==> config.mk <==
export PLATFORM = sky130hd
export DESIGN_NAME = cce_front
export DESIGN_NICKNAME = d
export VERILOG_FILES = /design/src/design/cce_pkg.sv /design/src/design/cce_front.sv
export SDC_FILE = /design/constraint.sdc
export NUM_CORES = 1
export LEC_CHECK = 0
export BUFFER_PORTS_ARGS = -buffer_cell sky130_fd_sc_hd__buf_2
export CORE_MARGIN = 2
export CORE_UTILIZATION = 55
export CTS_CLUSTER_SIZE = 28
export DETAILED_ROUTE_END_ITERATION = 8
export HOLD_SLACK_MARGIN = 0.06
export PLACE_DENSITY = 0.8
export SYNTH_ARGS = -nofsm -noshare
export SYNTH_HDL_FRONTEND = slang
export SYNTH_SLANG_ARGS = --single-unit
==> constraint.sdc <==
create_clock -name clk -period 4.5 [get_ports clk]
set_input_delay 0.675 -clock clk [delete_from_list [all_inputs] [get_ports clk]]
set_output_delay 0.675 -clock clk [all_outputs]
set_load 0.02 [all_outputs]
==> src/design/cce_pkg.sv <==
package cce_pkg;

  localparam int unsigned QDEPTH = 2;
  localparam int unsigned QAW    = 1;
  localparam int unsigned QCW    = 2;

  localparam logic [31:0] START_MAX = 32'h0FFF_FFF6;
  localparam logic [27:0] EOC_ABOVE = 28'hFFF_FFF6;

  typedef enum logic [0:0] {
    CFG_TOTAL_CLUSTERS = 1'b0,
    CFG_CLUSTER_SHIFT  = 1'b1
  } cfg_idx_t;

  typedef enum logic [1:0] {
    CMD_START  = 2'd0,
    CMD_ENTRY  = 2'd1,
    CMD_LOOKUP = 2'd2,
    CMD_NONE   = 2'd3
  } cmd_t;

  typedef enum logic [2:0] {
    ST_OK       = 3'd0,
    ST_NEED     = 3'd1,
    ST_DONE     = 3'd2,
    ST_BROKEN   = 3'd3,
    ST_BADSTART = 3'd4,
    ST_FULL     = 3'd5,
    ST_PASTEND  = 3'd6,
    ST_IDLE     = 3'd7
  } status_t;

  typedef enum logic [2:0] {
    OP_START    = 3'd0,
    OP_BADSTART = 3'd1,
    OP_ENTRY    = 3'd2,
    OP_EOC      = 3'd3,
    OP_LOOKUP   = 3'd4,
    OP_NOP      = 3'd5
  } op_kind_t;

  typedef struct packed {
    logic [1:0]  cmd;
    logic [31:0] value;
  } req_t;

  typedef struct packed {
    logic [2:0]  status;
    logic [27:0] fetch_cluster;
    logic [6:0]  extent_count;
    logic [27:0] mapped_cluster;
    logic [27:0] run_remaining;
  } rsp_t;

  // classified item: arg is cluster, masked entry or cluster index
  typedef struct packed {
    op_kind_t    kind;
    logic [27:0] arg;
  } op_t;

  typedef struct packed {
    logic valid;
    op_t  op;
  } q_head_t;

endpackage

==> src/design/cce_front.sv <==
module cce_front (
  input  logic           clk,
  input  logic           rst,
  input  logic           start,
  input  cce_pkg::req_t  req,
  input  logic [2:0]     sector_shift,
  input  logic           pop,
  output logic           busy,
  output cce_pkg::q_head_t head
);
  import cce_pkg::*;

  op_t            op_in;
  op_t            queue [QDEPTH];
  logic [QAW-1:0] wr_ptr;
  logic [QAW-1:0] rd_ptr;
  logic [QCW-1:0] count;
  logic           push;
  logic           do_pop;
  logic [22:0]    order;

  assign order = req.value[31:9] >> sector_shift;

  always_comb begin
    op_in.arg  = '0;
    op_in.kind = OP_NOP;
    case (req.cmd)
      CMD_START: begin
        op_in.arg = req.value[27:0];
        if (req.value < 32'd2 || req.value > START_MAX) begin
          op_in.kind = OP_BADSTART;
        end else begin
          op_in.kind = OP_START;
        end
      end
      CMD_ENTRY: begin
        // reserved top nibble of a fat32 entry is dropped
        op_in.arg  = req.value[27:0];
        op_in.kind = (req.value[27:0] > EOC_ABOVE) ? OP_EOC : OP_ENTRY;
      end
      CMD_LOOKUP: begin
        op_in.arg  = {5'd0, order};
        op_in.kind = OP_LOOKUP;
      end
      default: begin
        op_in.kind = OP_NOP;
      end
    endcase
  end

  assign busy   = (count == QCW'(QDEPTH));
  assign push   = start && !busy;
  assign do_pop = pop && (count != '0);

  always_ff @(posedge clk) begin
    if (push) begin
      queue[wr_ptr] <= op_in;
    end
  end

  always_ff @(posedge clk) begin
    if (rst) begin
      wr_ptr <= '0;
      rd_ptr <= '0;
      count  <= '0;
    end else begin
      if (push) begin
        wr_ptr <= wr_ptr + 1'b1;
      end
      if (do_pop) begin
        rd_ptr <= rd_ptr + 1'b1;
      end
      case ({push, do_pop})
        2'b10:   count <= count + 1'b1;
        2'b01:   count <= count - 1'b1;
        default: count <= count;
      endcase
    end
  end

  assign head.valid = (count != '0);
  assign head.op    = queue[rd_ptr];

endmodule

[Yosys cells after proc, flatten, opt, wreduce, memory -nomap -nowiden]
Memories as Yosys holds them, arrays and structs flattened. A register that Yosys moved wholly into a read port is not among the register bits.
Index checks and enable logic that the tools add are counted.
Word-level totals
  flip-flop bits (word level): 4
  RAM bits: 62
  input bits: 41
  output and inout port bits: 33
  word-level logic and storage cells: 34
  memories kept: 1
Memories
  queue: depth 2, bits a word 31, rd ports 1, clocked after memory_dff 1, write ports 1, RTL line cce_front.sv:14  | op_t queue [QDEPTH];
Operators by class
  $add $sub $neg: 4
  $lt $le $gt $ge: 3
  eq/ne operators: 5
  shifts and indexed selects: 1
  muxes and demuxes: 9
  reduce and logical (&&, ||, !) cells: 8
Operators by type and width (number)
  $pmux 28 s2: 1
  $gt 32x28->1 const B: 1
  $lt 32x2->1 const B: 1
  $gt 28x28->1 const B: 1
  $shr 23x3->23: 1
  $pmux 3 s3: 1
  $eq 2x2->1 const B: 3
  $mux 1: 6
  $eq 2x1->1 const B: 2
  $pmux 2 s2: 1
  $reduce_bool 2->1: 2
  $add 1x1->1 const B: 2
  $add 2x1->2 const B: 1
  $logic_and 1x1->1: 2
  $logic_not 2->1: 1
  $reduce_or 2->1: 1
  $sub 2x1->2 const B: 1
  $logic_not 1->1: 1
  $logic_or 1x1->1: 1

[Longest topological paths before layout]
Gate-level depths: netlist (run 1).
  depth after elaboration: 5
  gate-level depth with buffers: 7
  gate-level depth less buffers: 6

[Least setup slack after synthesis (run 1)]
No wires, ideal clock.
  path kind: in2reg
  from: input start
  to: memory queue[0][0] (netlist bit), enable pin
  library setup time: 0.419 ns
  arrival time: 2.080 ns
  data required time: 4.081 ns
  setup slack: 2.001 ns
  stages: 2
  buffers on the path: 0
  cell sequence: nand2_1 -> nor2_1
Between the ends
  cells in the longest elaborated chain, start to end: 3
Ends and longest elaborated chain
  start, declared: RTL line cce_front.sv:4  | input logic start,
  $logic_and 1x1->1: RTL line cce_front.sv:52  | assign push = start && !busy;
  $mux 1: RTL line cce_front.sv:56  | if (push) begin
  $mux 1 (not written as such): RTL line cce_front.sv:57  | queue[wr_ptr] <= op_in;
  end, declared: RTL line cce_front.sv:14
Every way passes these cells.

==> run metrics, run 1 <==
Filler cells=477; cts bufs inserted=9; CTS tree=built; HP Class=reg2reg; Top Ports=74; Worst-path clk slew=0.07 ns; post-route cell area=4260 sq um; GRT Util Overall=0.229; Worst slew margin=0.497; final hold violation count=0; fraction of layout cells with a size suffix above 1=0.393; Core ar.=6390 sq um; fin worst setup slack=1.74 ns; share of flip-flops with an asynchronous set or reset=0; Worst R2R End=count[1]; critical path peak fanout=17; Final Skew=0.00519 ns; R2R depth=5; Gate Count Post-Synth=271; Max-Cap Viols=0; pre-CTS setup slack=2.05 ns; Least-Margin Pin Slew=0.754 ns; Hold EP=count[1]; WL per Instance=19.1 um; leakage power=0.00175 uW; EDFF count, synth=between 60 and 70; number of vias per cell=6.12; Worst Min Path Start=count[1]; die width=~85 um; Worst-Skew Late Latency=between 0.3 and 0.4 ns; Pwr Density=511 nW/um^2; initial antenna violation count=0; Reg-to-Reg Start=count[0]; crit path cell chain=buf_4 -> mux2_2 -> buf_2; Placer Congestion=0.888; DR iter-0 viols=199; CP Launch Type=flop; Worst Setup End Kind=primary output; Yosys top cell area share=0.513; worst vdd ir=0.273 mV; H-tree lvl count=3; setup bufs post-CTS=0; Rows=29; Port Buf Inserts=73; Syn. warnings=0; first-pass GRT wire length=12,700 um; Placed Area=4020 sq um; crit-path max cell delay=0.81 ns; RSZ-0062 raised after global routing=false; pin count of the biggest net entering global routing=36; synth-to-layout area growth=17.3%; antenna-violating nets left=0; ant diodes=0; Final nets=383; final setup vio count=0; Setup Total Neg Slack=0 ns; CTS root buffer=clkbuf_8; tightest hold margin=0.499 ns; drt drc=0; vias in the first global route=roughly 2,600; WHS Path Cells=2; die area=7270 sq um; Final Critical Period=2.76 ns; status=finished, final reports clean; Yosys reg bits=67; Mapped Nets=313; Initial Util=0.569; Die H=85.3 um; Clock Sink Count=between 60 and 70; critical path class=reg2out; Slew Limit Fails=0; Post-Route WL=8070 um; DR pass1 iterations=7; library cells used by synthesis=41; hold_buf cts=0; worst path required time=about 3.8 ns; Achievable Freq=about 0.36 GHz; vias=2,589; HPWL after DPL=5650 um; Yosys top cell by area=edfxtp_1; ys flop type=edfxtp_1; total gr overflow=0; CTS Buffer Depth=2; Slowest cell on crit path=dfxtp_1; top post-synthesis cells by area=edfxtp_1, mux2i_1, mux2_2; final period utilization=0.613; Synth Cell Area=3630 sq um; flop-to-flop setup slack=2.79 ns; sequential fraction of the synthesis area=0.540; fin cells=around 420; post-cts resize count=0; Cells after DPL=between 400 and 500; crit path DAT=~2.1 ns; Syn Area/Cell=13.4 sq um
[cell families after synthesis]
| kind of cell | Yosys count | synth area share |
|---|---|---|
| buffers and inverters | 41 | 0.0517 |
| and+or+nand+nor | 47 | 0.0720 |
| DFF | 67 | 0.540 |
| adders and majority gates | 1 | 0.00344 |
| xor gates and xnor gates | 4 | 0.00965 |
| AOI/OAI and AO/OA | 31 | 0.0565 |
| muxes | 80 | 0.267 |
[sequential cells by signal, indices dropped and copies added (netlist names), named ones only]
name and count:
wr_ptr 1, count 2, rd_ptr 1, queue 62
[Yosys cell counts, drive strengths merged (2+ instances only)]
cell and count:
a21oi 2, buf 11, clkbuf 6, dfxtp 5, edfxtp 62, inv 23, mux2 31, mux2i 39
mux4 10, nand2 4, nand4 7, nor2 10, nor2b 7, nor4 9, o21a 2, o21ai 2
o22ai 20, xnor2 2, xor2 2
[layout by cell type, fill, tap and decap left out, types with 2 or more instances in the layout]
cell type   n
buf_4       3
edfxtp_1   62
o21ai_0     2
nand2_1     4
nor2_1      9
clkinv_1    2
clkbuf_8    9
buf_2      73
bufinv_16   3
nor4_1      9
mux4_2      9
inv_1      23
xor2_1      2
dfxtp_1     5
mux2_2     31
xnor2_1     2
nand4_1     7
o21a_1      2
o22ai_1    20
mux2i_1    39
nor2b_1     7
a21oi_1     2
clkinv_4    2
[worst max-delay path, delay by kind of cell, from the launching register on]
kind	cells	cell delay [ns]
mux	1	0.38
buf+inv	2	0.55
flops	1	0.81
[worst max path at each step]
stage                               start            to  slack (ns)  cells after the start
after floorplan                     start   queue[0][0]        2.00                      2
after global placement    sector_shift[0]  queue[0][12]        2.09                      4
after detailed placement  sector_shift[2]   queue[0][2]        2.05                      4
after CTS                            flop      head[10]        1.73                      3
after global routing                 flop      head[14]        1.62                      3
final                                flop      head[10]        1.74                      3
[layer usage]
metal  global-route usage  part of all wire  routed length (um)
met4               0.0981             0.018                 143
met1                0.294              0.42                3400
met2                0.381              0.50                4000
met5                    0                 0                   0
met3               0.0467             0.065                 521
[report_power, final]
part	leakage [uW]	switching, uW	internal (uW)	total [uW]
logic	0.000993	415	294	709
clock network	0.000121	227	367	594
registers	0.000632	53.7	820	873
total	0.00175	696	1480	2180
[metrics by stage]
stage | util | total power [uW]
after floorplan | - | 1370
after global placement | 0.630 | 1590
after detailed placement | 0.630 | 1600
after CTS | 0.667 | 2190
after global routing | 0.667 | 2280
final | 0.667 | 2180
[layout make-up]
cell class,count,area (sq um),share of cell area
Tap cell,77,96.3,0.0226
Sequential cell,67,1960,0.460
Inverter,24,90.1,0.0211
Timing Repair Buffer,76,388,0.0910
Clock inverter,7,116,0.0273
Multi-Input combinational cell,163,1490,0.349
Clock buffer,9,124,0.0291
Power figures use the tool's default switching activity.
==> run 2: changes to the inputs <==
==> constraint.sdc (replaced) <==
create_clock -name clk -period 2.6 [get_ports clk]
set_input_delay 0.39 -clock clk [delete_from_list [all_inputs] [get_ports clk]]
set_output_delay 0.39 -clock clk [all_outputs]
set_load 0.02 [all_outputs]
==> run metrics, run 2 (synthesis gave the netlist of run 1 again) <==
status=finished, final reports clean; Core ar.=roughly 6400 sq um; Reg power frac=0.378; most frequent cells in the layout=buf_2, edfxtp_1, mux2i_1; crit path cell chain=buf_4 -> mux2_2 -> buf_2; critical path peak fanout=17; Placer Congestion=0.904; Post-Route WL=8290 um; Max-Cap Viols=0; Port Buf Inserts=73; GR Util met2=0.377; WP depth=3; Regs by FF count=queue: 62 flops, count: 2 flops; Top Ports=74; Achievable Freq=~0.54 GHz; final hold violation count=0; DR pass1 iterations=4; RSZ-0062 raised after global routing=false; synth-to-layout area growth=19.0%; critical path class=reg2out; HPWL after DPL=about 5700 um; vias in the first global route=2,559; post-cts resize count=0; setup bufs post-CTS=0; vias=2,602; H-tree lvl count=3; Int Power=between 2000 and 3000 uW; final period utilization=0.718; worst vdd ir=0.563 mV; Filler cells=489; fraction of layout cells with a size suffix above 1=0.402; fin worst setup slack=0.732 ns; number of vias per cell=6.08; Die H=between 80 and 90 um; met3 GRT Util=0.0681; leakage power=0.00178 uW; sw power=1230 uW; Slowest cell on crit path=mux2_2; pin count of the biggest net entering global routing=35; first-pass GRT wire length=13,100 um; Setup Total Neg Slack=0 ns; worst path required time=2.21 ns; GR met1 Demand/Resource=0.307; Final Critical Period=between 1.5 and 2 ns; initial antenna violation count=0; Worst slew margin=0.670; die width=~85 um; Biggest register=queue; drt drc=0; crit path DAT=around 1.5 ns; flop-to-flop setup slack=0.90 ns; HP Class=in2reg; Clock Sink Count=67; Initial Util=0.569; DR iter-0 viols=approximately 190; GR peak layer=met2; pre-CTS setup slack=0.561 ns; crit-path max cell delay=0.38 ns; R2R depth=5; Buf+Inv Stages, Crit Path=2; Worst-path clk slew=0.07 ns; WL per Instance=~19 um; max reg flops=62; CTS tree=built; switching share of power=0.315; Worst Setup End Kind=primary output; Worst-Skew Late Latency=0.35 ns; CP Launch Type=flop; GRT Util Overall=0.240; antenna-violating nets left=0; Least-Margin Pin Slew=0.482 ns; die area=about 7300 sq um; Clk pwr share=0.295; total gr overflow=0; cts bufs inserted=9; ant diodes=0; CTS root buffer=clkbuf_8; Pwr Density=903 nW/um^2; Comb pwr share=0.327; Final nets=388; hold_buf cts=0; CTS Buffer Depth=2; final setup vio count=0; Slew Limit Fails=0; Final Skew=roughly 0.0072 ns; WHS Path Cells=2; Rows=29; family with the most delay on the worst path=buffers and inverters; most common cell after layout, fill and taps aside=buf_2
## run 2: final cells by class
cell class | instances | area [sq um] | share of cell area
clock buffers | 10 | 128 | 0.0295
multi-input cells | 163 | 1490 | 0.343
clock inverters | 6 | 138 | 0.0318
inverters | 24 | 90.1 | 0.0208
flip-flops and latches | 67 | 1960 | 0.454
repair buffers | 81 | 425 | 0.0984
well taps | 77 | 96.3 | 0.0223
## run 2: per-layer routing
metal	share of wire	vias up	routed length [um]
met5	0	-	0
met4	0.022	0	182
met3	0.068	17	566
met2	0.50	110	4130
met1	0.41	1278	3410
li1	-	1197	-
## run 2: path summary, 6_finish.rpt
check / startpoint / end
max reg2reg: count[0] / count[1]
min reg2reg: count[1] / count[1]
min: rst / count[1]
max: flop / head[13]
## run 2: worst register-to-register path, cell delays in order, from the launching register on
cell and delay (ns):
dfxtp_1 0.35, or2_2 0.29, and2_1 0.19, ha_1 0.32, or3_1 0.35, a21oi_1 0.14
## run 2: power by group through the flow
stage          registers (uW)  logic [uW]  clock network (uW)
6_report                 1480        1280                1150
3_5_place_dp             1500        1280                   0
2_1_floorplan            1490         891                   0
4_1_cts                  1480        1290                1160
5_1_grt                  1490        1370                1200
3_3_place_gp             1490        1260                   0
## run 2: per-stage QoR
step | total power (uW) | util | instances | hold slack, ns | cell area (sq um)
after CTS | 3930 | 0.677 | 428 | 0.246 | 4320
final | 3900 | 0.677 | 428 | 0.256 | 4320
after global placement | 2750 | 0.636 | 412 | 0.488 | 4060
after detailed placement | 2780 | 0.636 | 412 | 0.503 | 4060
after global routing | 4070 | 0.677 | 428 | 0.249 | 4320
after floorplan | 2380 | - | 271 | 0.459 | 3630
